File: config.mk
export PLATFORM = sky130hd
export DESIGN_NAME = instrument_bank_header_check
export DESIGN_NICKNAME = d
export VERILOG_FILES = /design/src/ibhc_pkg.sv /design/src/instrument_bank_header_check.sv
export SDC_FILE = /design/constraint.sdc
export NUM_CORES = 1
export LEC_CHECK = 0
export BUFFER_PORTS_ARGS = -buffer_cell sky130_fd_sc_hd__buf_2
export CAP_MARGIN = 20
export CORE_MARGIN = 1
export CORE_UTILIZATION = 45
export DETAILED_ROUTE_END_ITERATION = 6
export GPL_ROUTABILITY_DRIVEN = 1
export PLACE_DENSITY_LB_ADDON = 0.12
export SLEW_MARGIN = 20
export SYNTH_ARGS = -nofsm -noshare
export SYNTH_HDL_FRONTEND = slang
export SYNTH_SLANG_ARGS = --single-unit
File: constraint.sdc
create_clock -name clk -period 6.3 [get_ports clk]
set_input_delay 0.945 -clock clk [delete_from_list [all_inputs] [get_ports clk]]
set_output_delay 0.945 -clock clk [all_outputs]
set_load 0.03 [all_outputs]
File: src/ibhc_pkg.sv
// types, codes and constants of the sound-bank header checker
package ibhc_pkg;

	localparam int WORD_W   = 16;
	localparam int CNT_W    = 9;
	localparam int REASON_W = 4;
	localparam int POS_W    = 9;
	localparam int CFG_IDX_W = 3;
	localparam int CFG_W    = 16;
	localparam int NUM_W    = 15;

	// verdict reason codes
	typedef enum logic [REASON_W-1:0] {
		RSN_OK       = 4'd0,
		RSN_ODD      = 4'd1,
		RSN_LARGE    = 4'd2,
		RSN_ORDER    = 4'd3,
		RSN_UNIT     = 4'd4,
		RSN_GAP      = 4'd5,
		RSN_FEW      = 4'd6,
		RSN_MANY     = 4'd7,
		RSN_SHORT    = 4'd8,
		RSN_INST_GAP = 4'd9
	} reason_t;

	// configuration register indexes
	localparam logic [CFG_IDX_W-1:0] CFG_MAX_MIX  = 3'd0;
	localparam logic [CFG_IDX_W-1:0] CFG_MAX_VEL  = 3'd1;
	localparam logic [CFG_IDX_W-1:0] CFG_SPEC_VEL = 3'd2;
	localparam logic [CFG_IDX_W-1:0] CFG_MAX_ENV  = 3'd3;
	localparam logic [CFG_IDX_W-1:0] CFG_MAX_LFO  = 3'd4;
	localparam logic [CFG_IDX_W-1:0] CFG_PTR_LIM  = 3'd5;

	// configuration reset values
	localparam logic [7:0]        RST_MAX_MIX  = 8'd20;
	localparam logic [7:0]        RST_MAX_VEL  = 8'd20;
	localparam logic [7:0]        RST_SPEC_VEL = 8'd100;
	localparam logic [7:0]        RST_MAX_ENV  = 8'd30;
	localparam logic [7:0]        RST_MAX_LFO  = 8'd20;
	localparam logic [WORD_W-1:0] RST_PTR_LIM  = 16'h1000;

	// header word positions
	localparam logic [POS_W-1:0] POS_VEL  = 9'd1;
	localparam logic [POS_W-1:0] POS_ENV  = 9'd2;
	localparam logic [POS_W-1:0] POS_LFO  = 9'd3;
	localparam logic [POS_W-1:0] POS_INST = 9'd4;
	localparam logic [POS_W-1:0] POS_WALK = 9'd5;

	localparam logic [WORD_W-1:0] MIN_HDR_BYTES = 16'd8;
	localparam logic [WORD_W-1:0] MIN_MIX_PTR   = 16'd10;
	localparam logic [WORD_W-1:0] MIN_INST_PTR  = 16'd4;
	localparam logic [4:0]        INST_GAP_MOD  = 5'd4;

	// modular inverses for exact divisibility tests on 15-bit values
	localparam logic [NUM_W-1:0] INV9 = 15'd3641;
	localparam logic [NUM_W-1:0] LIM9 = 15'd3640;
	localparam logic [NUM_W-1:0] INV5 = 15'd19661;
	localparam logic [NUM_W-1:0] LIM5 = 15'd6553;

	// flags gathered while the four table pointers arrive
	typedef struct packed {
		logic unit_mix;
		logic unit_vel;
		logic unit_env;
		logic gap_mix;
		logic gap_vel;
		logic gap_env;
		logic short_hdr;
		logic odd;
		logic ptr_big;
		logic order;
		logic few;
		logic many;
		logic short_tab;
		logic [NUM_W-1:0] num;
	} hdr_chk_t;

	// x divisible by 9
	function automatic logic div9(input logic [NUM_W-1:0] x);
		logic [2*NUM_W-1:0] p;
		p = x * INV9;
		return p[NUM_W-1:0] <= LIM9;
	endfunction

	// x divisible by 5
	function automatic logic div5(input logic [NUM_W-1:0] x);
		logic [2*NUM_W-1:0] p;
		p = x * INV5;
		return p[NUM_W-1:0] <= LIM5;
	endfunction

	// table count times table size
	function automatic logic [WORD_W-1:0] mul18(input logic [7:0] n);
		return WORD_W'({n, 4'b0000}) + WORD_W'({n, 1'b0});
	endfunction

	function automatic logic [WORD_W-1:0] mul10(input logic [7:0] n);
		return WORD_W'({n, 3'b000}) + WORD_W'({n, 1'b0});
	endfunction

	function automatic logic [WORD_W-1:0] mul4(input logic [7:0] n);
		return WORD_W'({n, 2'b00});
	endfunction

endpackage

File: src/instrument_bank_header_check.sv
// sound-bank header checker: input register, check logic, verdict register
//
// channel  dir  handshake          payload
// s_*      in   s_tvalid/s_tready  tdata header_word, bytes_available; tuser start_of_candidate
// m_*      out  m_tvalid/m_tready  tdata accepted, instrument_count, reject_reason
// cfg_*    in   cfg_we             cfg_index, cfg_data
//
// one word per cycle sustained while the verdict is not stalled; the verdict register is
// loaded from the check logic fed by the input register. Checks span words 1 to 4, one
// constant-divisibility multiply per word on 1 to 3, so no stage holds more than one.
// Reset clears control and loads the register defaults; no clearing pass.
// A stalled verdict holds the check stage; the input register still takes one word.
module instrument_bank_header_check #(
	parameter int MAX_INSTRUMENTS = 256
) (
	input  logic                             clk,
	input  logic                             arst_n,
	input  logic                             s_tvalid,
	output logic                             s_tready,
	// [15:0] header_word, [31:16] bytes_available
	input  logic [2*ibhc_pkg::WORD_W-1:0]    s_tdata,
	// [0] start_of_candidate
	input  logic                             s_tuser,
	output logic                             m_tvalid,
	input  logic                             m_tready,
	// [0] accepted, [9:1] instrument_count, [13:10] reject_reason, [15:14] zero
	output logic [15:0]                      m_tdata,
	input  logic                             cfg_we,
	input  logic [ibhc_pkg::CFG_IDX_W-1:0]   cfg_index,
	input  logic [ibhc_pkg::CFG_W-1:0]       cfg_data
);
	import ibhc_pkg::*;

	// configuration
	logic [7:0]        max_mix_q, max_vel_q, spec_vel_q, max_env_q, max_lfo_q;
	logic [WORD_W-1:0] ptr_lim_q;

	// input register
	logic              valid_s1;
	logic              start_s1;
	logic [WORD_W-1:0] word_s1;
	logic [WORD_W-1:0] bytes_s1;

	// candidate state
	logic              idle_q;
	logic [POS_W-1:0]  pos_q;
	logic [WORD_W-1:0] mix_q, vel_q, env_q, lfo_q, prev_q, rem_q;
	logic [CNT_W-1:0]  expected_q;
	hdr_chk_t          chk_q;

	// verdict register
	logic              out_valid_q;
	logic              out_acc_q;
	logic [CNT_W-1:0]  out_cnt_q;
	reason_t           out_rsn_q;

	// check stage results
	logic              out_free, proc;
	logic              emit;
	reason_t           rsn;
	logic [CNT_W-1:0]  cnt;
	logic              idle_d;
	logic [POS_W-1:0]  pos_d;
	logic [CNT_W-1:0]  expected_d;
	logic [WORD_W-1:0] prev_d;
	hdr_chk_t          chk_d;
	logic [WORD_W-1:0] gap, d3, dp;
	logic [NUM_W-1:0]  num;

	assign out_free = !out_valid_q || m_tready;
	assign proc     = valid_s1 && out_free;
	assign s_tready = !valid_s1 || out_free;

	assign m_tvalid = out_valid_q;
	assign m_tdata  = {2'b00, out_rsn_q, out_cnt_q, out_acc_q};

	// per-word checks and next candidate state
	always_comb begin
		emit       = 1'b0;
		rsn        = RSN_OK;
		cnt        = '0;
		idle_d     = idle_q;
		pos_d      = pos_q;
		expected_d = expected_q;
		prev_d     = prev_q;
		chk_d      = chk_q;
		gap        = word_s1 - mix_q;
		d3         = word_s1 - lfo_q;
		dp         = word_s1 - prev_q;
		num        = NUM_W'((mix_q - MIN_HDR_BYTES) >> 1);
		if (start_s1) begin
			idle_d     = 1'b0;
			pos_d      = POS_VEL;
			prev_d     = '0;
			expected_d = '0;
		end else if (!idle_q) begin
			case (pos_q)
				POS_VEL: begin
					gap            = word_s1 - mix_q;
					chk_d.unit_mix = gap[0] || !div9(gap[WORD_W-1:1]);
					chk_d.gap_mix  = gap > mul18(max_mix_q);
					pos_d          = POS_ENV;
				end
				POS_ENV: begin
					gap            = word_s1 - vel_q;
					chk_d.unit_vel = gap[0] || !div5(gap[WORD_W-1:1]);
					chk_d.gap_vel  = (gap > mul10(max_vel_q)) && (gap != mul10(spec_vel_q));
					pos_d          = POS_LFO;
				end
				POS_LFO: begin
					gap             = word_s1 - env_q;
					chk_d.unit_env  = gap[0] || !div5(gap[WORD_W-1:1]);
					chk_d.gap_env   = gap > mul10(max_env_q);
					chk_d.short_hdr = rem_q < MIN_HDR_BYTES;
					chk_d.odd       = mix_q[0] || vel_q[0] || env_q[0] || word_s1[0];
					chk_d.ptr_big   = (mix_q >= ptr_lim_q) || (vel_q >= ptr_lim_q)
						|| (env_q >= ptr_lim_q);
					chk_d.order     = !((mix_q < vel_q) && (vel_q < env_q) && (env_q < word_s1));
					chk_d.few       = mix_q < MIN_MIX_PTR;
					chk_d.many      = num > NUM_W'(MAX_INSTRUMENTS);
					// table of 8 + 2*count bytes equals the mixer pointer here
					chk_d.short_tab = mix_q > rem_q;
					chk_d.num       = num;
					pos_d           = POS_INST;
				end
				POS_INST: begin
					emit = 1'b1;
					if (chk_q.short_hdr) begin
						rsn = RSN_SHORT;
					end else if (chk_q.odd) begin
						rsn = RSN_ODD;
					end else if (chk_q.ptr_big) begin
						rsn = RSN_LARGE;
					end else if (chk_q.order) begin
						rsn = RSN_ORDER;
					end else if (chk_q.unit_mix || chk_q.unit_vel || chk_q.unit_env
						|| (d3[1:0] != 2'b00)) begin
						rsn = RSN_UNIT;
					end else if (chk_q.gap_mix || chk_q.gap_vel || chk_q.gap_env
						|| (word_s1 < lfo_q) || (d3 > mul4(max_lfo_q))) begin
						rsn = RSN_GAP;
					end else if (chk_q.few) begin
						rsn = RSN_FEW;
					end else if (chk_q.many) begin
						rsn = RSN_MANY;
					end else if (chk_q.short_tab) begin
						rsn = RSN_SHORT;
					end else if (word_s1 < MIN_INST_PTR) begin
						rsn = RSN_INST_GAP;
					end else begin
						rsn        = RSN_OK;
						expected_d = chk_q.num[CNT_W-1:0];
						prev_d     = word_s1;
						if (chk_q.num[CNT_W-1:0] <= CNT_W'(1)) begin
							cnt = chk_q.num[CNT_W-1:0];
						end else begin
							emit  = 1'b0;
							pos_d = POS_WALK;
						end
					end
					if (emit) begin
						idle_d = 1'b1;
					end
				end
				default: begin
					// instrument pointer walk
					if ((word_s1 <= prev_q) || (dp[4:0] != INST_GAP_MOD)) begin
						emit   = 1'b1;
						rsn    = RSN_INST_GAP;
						idle_d = 1'b1;
					end else begin
						prev_d = word_s1;
						if (POS_W'(pos_q - POS_LFO) >= expected_q) begin
							emit   = 1'b1;
							rsn    = RSN_OK;
							cnt    = expected_q;
							idle_d = 1'b1;
						end else begin
							pos_d = pos_q + POS_W'(1);
						end
					end
				end
			endcase
		end
	end

	// control registers and configuration
	always_ff @(posedge clk or negedge arst_n) begin
		if (!arst_n) begin
			valid_s1    <= 1'b0;
			out_valid_q <= 1'b0;
			idle_q      <= 1'b1;
			pos_q       <= '0;
			expected_q  <= '0;
			max_mix_q   <= RST_MAX_MIX;
			max_vel_q   <= RST_MAX_VEL;
			spec_vel_q  <= RST_SPEC_VEL;
			max_env_q   <= RST_MAX_ENV;
			max_lfo_q   <= RST_MAX_LFO;
			ptr_lim_q   <= RST_PTR_LIM;
		end else begin
			if (s_tready) begin
				valid_s1 <= s_tvalid;
			end
			if (out_free) begin
				out_valid_q <= proc && emit;
			end
			if (proc) begin
				idle_q     <= idle_d;
				pos_q      <= pos_d;
				expected_q <= expected_d;
			end
			if (cfg_we) begin
				case (cfg_index)
					CFG_MAX_MIX:  max_mix_q  <= cfg_data[7:0];
					CFG_MAX_VEL:  max_vel_q  <= cfg_data[7:0];
					CFG_SPEC_VEL: spec_vel_q <= cfg_data[7:0];
					CFG_MAX_ENV:  max_env_q  <= cfg_data[7:0];
					CFG_MAX_LFO:  max_lfo_q  <= cfg_data[7:0];
					CFG_PTR_LIM:  ptr_lim_q  <= cfg_data;
					default: ;
				endcase
			end
		end
	end

	// payload registers
	always_ff @(posedge clk) begin
		if (s_tvalid && s_tready) begin
			word_s1  <= s_tdata[WORD_W-1:0];
			bytes_s1 <= s_tdata[2*WORD_W-1:WORD_W];
			start_s1 <= s_tuser;
		end
		if (proc) begin
			prev_q <= prev_d;
			chk_q  <= chk_d;
			if (start_s1) begin
				mix_q <= word_s1;
				rem_q <= bytes_s1;
			end else if (!idle_q) begin
				if (pos_q == POS_VEL) begin
					vel_q <= word_s1;
				end
				if (pos_q == POS_ENV) begin
					env_q <= word_s1;
				end
				if (pos_q == POS_LFO) begin
					lfo_q <= word_s1;
				end
			end
		end
		if (proc && emit) begin
			out_acc_q <= (rsn == RSN_OK);
			out_cnt_q <= cnt;
			out_rsn_q <= rsn;
		end
	end

endmodule

Yosys cells after proc, flatten, opt, wreduce, memory -nomap -nowiden
Cells that the tools add are included.
W data, S select, Z words.
- output and inout bits: 18
- input bits: 57
- register bits after elaboration: 242
- reduce and logical (&&, ||, !) cells: 49
- $add $sub $neg: 12
- bitwise gates (word level): 2
- $mul: 3
- equality and inequality tests: 37
- muxes and demuxes: 93
- order comparisons: 22
- operator list (operator ; number):
    $mux W9 ; 41
    $mux W16 ; 12
    $lt A16 B16 Y1 ; 4
    $sub A16 B16 Y16 ; 4
    $mux W4 ; 13
    $ge A16 B16 Y1 ; 3
    $add A11 B9 Y12 ; 3
    $pmux W9 S4 ; 1
    $ne A3 B3 Y1 const B ; 11
    $gt A16 B12 Y1 ; 2
    $lt A16 B4 Y1 const B ; 2
    $pmux W16 S2 ; 1
    $le A15 B13 Y1 const B ; 2
    $mul A15 B15 Y15 const B ; 2
    $ne A2 B2 Y1 const B ; 11
    $mux W1 ; 21
    $eq A9 B2 Y1 const B ; 2
    $logic_or A1 B1 Y1 ; 18
    $pmux W9 S2 ; 1
    $gt A16 B10 Y1 ; 1
    $gt A16 B13 Y1 ; 1
    $gt A16 B16 Y1 ; 1
    $le A16 B16 Y1 ; 1
    $lt A16 B3 Y1 const B ; 1
    other kinds (35) ; 59

Longest topological paths before layout
- depth in word-level cells: 19
- gate-level depth with buffers: 30
- depth with buffers taken out: 30

Least setup slack after synthesis
OpenSTA, ideal clock, no wires.
- path type: reg-to-reg
- start point: register word_s1[0]
- end point: register chk_q[25] (netlist name) (data pin)
- slack: -0.698 ns
- clock period less this slack: 6.998 ns
- buffers on the path: 0
- arrival time: 6.733 ns
- cell stages (with the launch flop): 30
- cell sequence: edfxtp_1 > inv_1 > ha_1 > inv_1 > fa_1 > a21oi_1 > nor2_1 > o311ai_0 > nand2_1 > a221o_1 > o21a_1 > nor2_1 > xnor2_1 > ha_1 > ha_1 > fa_1 > fa_1 > inv_1 > fa_1 > inv_1 > fa_1 > xnor2_1 > xnor2_1 > xnor2_1 > xnor2_1 > xnor2_1 > xnor2_1 > xnor3_1 > xnor2_1 > nand4_1
- cells in the longest elaborated chain, start to end: 5
- ends and longest elaborated chain (element ; line ; text):
    from (decl) ; instrument_bank_header_check.sv:41 ; logic [WORD_W-1:0] word_s1;
    from (signal assigned) ; instrument_bank_header_check.sv:230 ; word_s1 <= s_tdata[WORD_W-1:0];
    $sub A16 B16 Y16 (*) ; instrument_bank_header_check.sv:111 ; gap = word_s1 - env_q;
    $mul A15 B15 Y15 ; ibhc_pkg.sv:88 ; p = x * INV5;
    $le A15 B13 Y1 ; ibhc_pkg.sv:89 ; return p[NUM_W-1:0] <= LIM5;
    $logic_not A1 Y1 ; instrument_bank_header_check.sv:112 ; chk_d.unit_env = gap[0] || !div5(gap[WORD_W-1:1]);
    $logic_or A1 B1 Y1 (*) ; instrument_bank_header_check.sv:112 ;
    to (signal assigned) ; instrument_bank_header_check.sv:236 ; chk_q <= chk_d;
    to (decl) ; instrument_bank_header_check.sv:49 ; hdr_chk_t chk_q;
Every way passes the cells marked *; elsewhere a longest branch is shown, timed or not.
A chain may end at the register's enable or synchronous reset.

Worst setup path in the final report
Ends and elaborated chain as after synthesis.

==> impl_results.md <==
* Status: finished, violations left
* Violated checks: negative setup slack
* Routed wire per std cell at 18.9 um
* Ys async rst share at 0.318
* Maximum clock insertion buffer count at 3
* Worst-Margin Slew at 0.956 ns
* Die area at 50600 um^2
* # port buffers at 72
* Kind of end point of the critical path: flip-flop
* Max-Cap Viols at 0
* Worst skew pair latency at 0.57 ns
* # rows at 81
* Total gr overflow at 0
* Die Y at 225 um
* Initial Util at 0.457
* Worst Skew at 0.00847 ns
* Finish-stage setup viols at 3
* Clk slew on worst S/H paths at 0.06 ns
* Cell Area, Synth at 22400 um^2
* CP dominant cell by count: fa_1
* Layout Utilization at 0.550
* Vias in the first global route at 17926
* Drt first pass iters at 5
* Dpl hpwl at 49.1 mm
* Sink Count at 242
* Root buffer cell: clkbuf_16
* Seq/Total Area, Yosys at 0.308
* Placed cell count at 3153
* Initial antenna violation count at 4
* Mean Syn Cell Area at 10.3 um^2
* Die width at 225 um
* Yosys cell types at 78
* Highest Clock Rate at 146 MHz
* CTS tree: built
* Non-Filler Instances at 3215
* Final worst setup slack at -0.547 ns
* Post-synth EDFFs at 165
* First-pass GRT wire length at 97.2 mm
* CP max FO at 3
* Final slew viol count at 0
* Tcrit/Tclk final at 1.09
* Post-synthesis cell count at 2179
* Area growth from synthesis to layout at 20.3%
* Final net count at 3085
* FILL cells at 4321
* GPL Wtd Cong at 0.935
* YS warnings at 0
* # hold bufs at CTS at 0
* Drt via density at 5.39
* Worst Path Required at 6.60 ns
* Crit path kind: flip-flop to flip-flop
* Main synth FF type: edfxtp_1
* Hold Path Class: input pin to asynchronous set/reset pin
* Core ar. at 49000 um^2
* IO Count at 75
* DRC at 0
* Initial drt markers at 918
* RSZ-0062 raised after global routing: yes
* Crit start category: flip-flop
* Post-route setup TNS at -1.16 ns
* # H-tree levels at 1
* Via count at 17334
* Seq cells post-synth at 242
* CP arrival at 7.15 ns
* Antenna-violating nets left at 0
* CP max-delay cell: fa_1
* Max-slew headroom at 0.357
* All-Layer GR Usage at 0.246
* Fin. Hold Viols at 0
* Layout cells sized above 1 at 0.212
* WL final at 60.7 mm
* Largest net degree at the start of global routing at 59
* TritonCTS Buffers at 28
* Hold slack at 0.256 ns
* CP peak stage delay at 0.55 ns
* Final min period at 6.85 ns
==> sequential cells by signal (all words and copies together), names as in the netlist, 9 cells and up <==
signal / cells
bytes_s1: 16
chk_q: 22
env_q: 16
expected_q: 9
lfo_q: 16
mix_q: 16
out_cnt_q: 9
pos_q: 9
prev_q: 16
ptr_lim_q: 16
rem_q: 16
vel_q: 16
word_s1: 16
==> metrics by stage <==
step,area (um^2),setup slack [ns]
2_1_floorplan,22500,-0.257
3_3_place_gp,25700,-0.510
3_5_place_dp,25700,-0.692
4_1_cts,26700,-0.573
5_1_grt,26900,-0.886
6_report,26900,-0.547
==> worst max-delay path: cells and delay by family, from the launching register on <==
kind | cells | cell delay [ns]
compound gates | 6 | 1.05
fa+ha+maj | 9 | 3.35
flops | 1 | 0.41
buf+inv | 5 | 0.44
simple gates | 5 | 0.49
xor+xnor | 4 | 0.83
==> what timing repair did <==
action / in CTS / in global routing
gates resized for setup: 13 / 42
hold endpoints to repair: 0 / 0
pin swaps: 32 / 44
setup buffers: 6 / 2
endpoints found under the setup margin: 3 / 3
==> final cells by class <==
| class | count | area, um^2 | area share |
|---|---|---|---|
| clock buffer | 34 | 723 | 0.0269 |
| antenna | 1 | 2.50 | 0.0000930 |
| inverter | 316 | 1190 | 0.0441 |
| sequential | 242 | 6900 | 0.256 |
| multi-input combinational | 1591 | 14600 | 0.542 |
| clock inverter | 18 | 166 | 0.00618 |
| tap | 664 | 831 | 0.0309 |
| timing repair buffer | 349 | 2520 | 0.0936 |
==> final timing paths <==
kind                               from  slack [ns]  depth (start not counted)       endpoint
max                          word_s1[0]       -0.55                         29      chk_q[25]
max reg2reg                  word_s1[0]       -0.55                         29      chk_q[25]
min                              arst_n        0.26                          1  expected_q[8]
min reg2reg                bytes_s1[14]        0.42                          0      rem_q[14]
max in group asynchronous        arst_n        4.85                          2   max_lfo_q[5]
min in group clk           bytes_s1[14]        0.42                          0      rem_q[14]
==> cell usage after synthesis, drive strengths merged, types with 42 or more instances <==
| cell type | n | share of area |
|---|---|---|
| ha | 417 | 0.23 |
| inv | 316 | 0.053 |
| edfxtp | 165 | 0.22 |
| a21oi | 121 | 0.028 |
| xnor2 | 114 | 0.045 |
| nor2 | 88 | 0.015 |
| fa | 83 | 0.074 |
| nand2 | 77 | 0.013 |
| o21ai | 77 | 0.017 |
| a21o | 67 | 0.022 |
| dfrtp | 62 | 0.069 |
| nor3 | 48 | 0.011 |
| mux2 | 44 | 0.022 |
| nor2b | 43 | 0.012 |
| xor2 | 42 | 0.016 |
==> per-layer routing <==
metal	part of all wire	track usage	vias up
li1	-	-	8475
met1	0.46	0.330	8410
met2	0.47	0.410	350
met3	0.039	0.0265	99
met4	0.037	0.0928	0
met5	0	0	-
==> kinds of logic after synthesis <==
logic type	share of synthesized area
adder cells (fa/ha/maj)	0.308
multiplexers	0.0235
flip-flops	0.308
AND/OR/NAND/NOR	0.107
AO/OA/AOI/OAI	0.128
buffers and inverters	0.0596
XOR/XNOR	0.0654
other	0.000168
==> layout by cell type (no fill, tap or decap), types with 8 or more instances in the layout <==
| cell | synthesis | layout |
|---|---|---|
| o2111ai_1 | 11 | 10 |
| inv_1 | 316 | 312 |
| o31a_1 | 8 | 8 |
| xnor2_2 | 1 | 11 |
| buf_4 | 5 | 270 |
| xor2_1 | 42 | 38 |
| nand3_1 | 27 | 27 |
| mux2_2 | 44 | 44 |
| a21o_1 | 67 | 67 |
| nor4_1 | 22 | 21 |
| edfxtp_1 | 165 | 165 |
| nand4_1 | 41 | 41 |
| a31oi_1 | 8 | 8 |
| and2_1 | 16 | 15 |
| o21bai_1 | 21 | 21 |
| nor2_1 | 88 | 82 |
| a211o_1 | 9 | 9 |
| nand2b_1 | 21 | 20 |
| fa_1 | 83 | 77 |
| buf_2 | 4 | 71 |
| dfrtp_1 | 62 | 62 |
| o21a_1 | 30 | 30 |
| clkbuf_16 | 0 | 28 |
| nor2b_1 | 43 | 43 |
| a21oi_1 | 120 | 111 |
| o21ai_0 | 74 | 69 |
| dfstp_2 | 15 | 15 |
| and3_1 | 19 | 19 |
| xnor2_1 | 113 | 103 |
| nor3_1 | 47 | 42 |
| a221o_1 | 10 | 10 |
| nor3b_1 | 11 | 11 |
| a211oi_1 | 15 | 13 |
| ha_1 | 417 | 408 |
| nand2_1 | 77 | 77 |
Power is not shown: default switching activity piles up to over one toggle a cycle in this logic, so the estimate is an artifact.
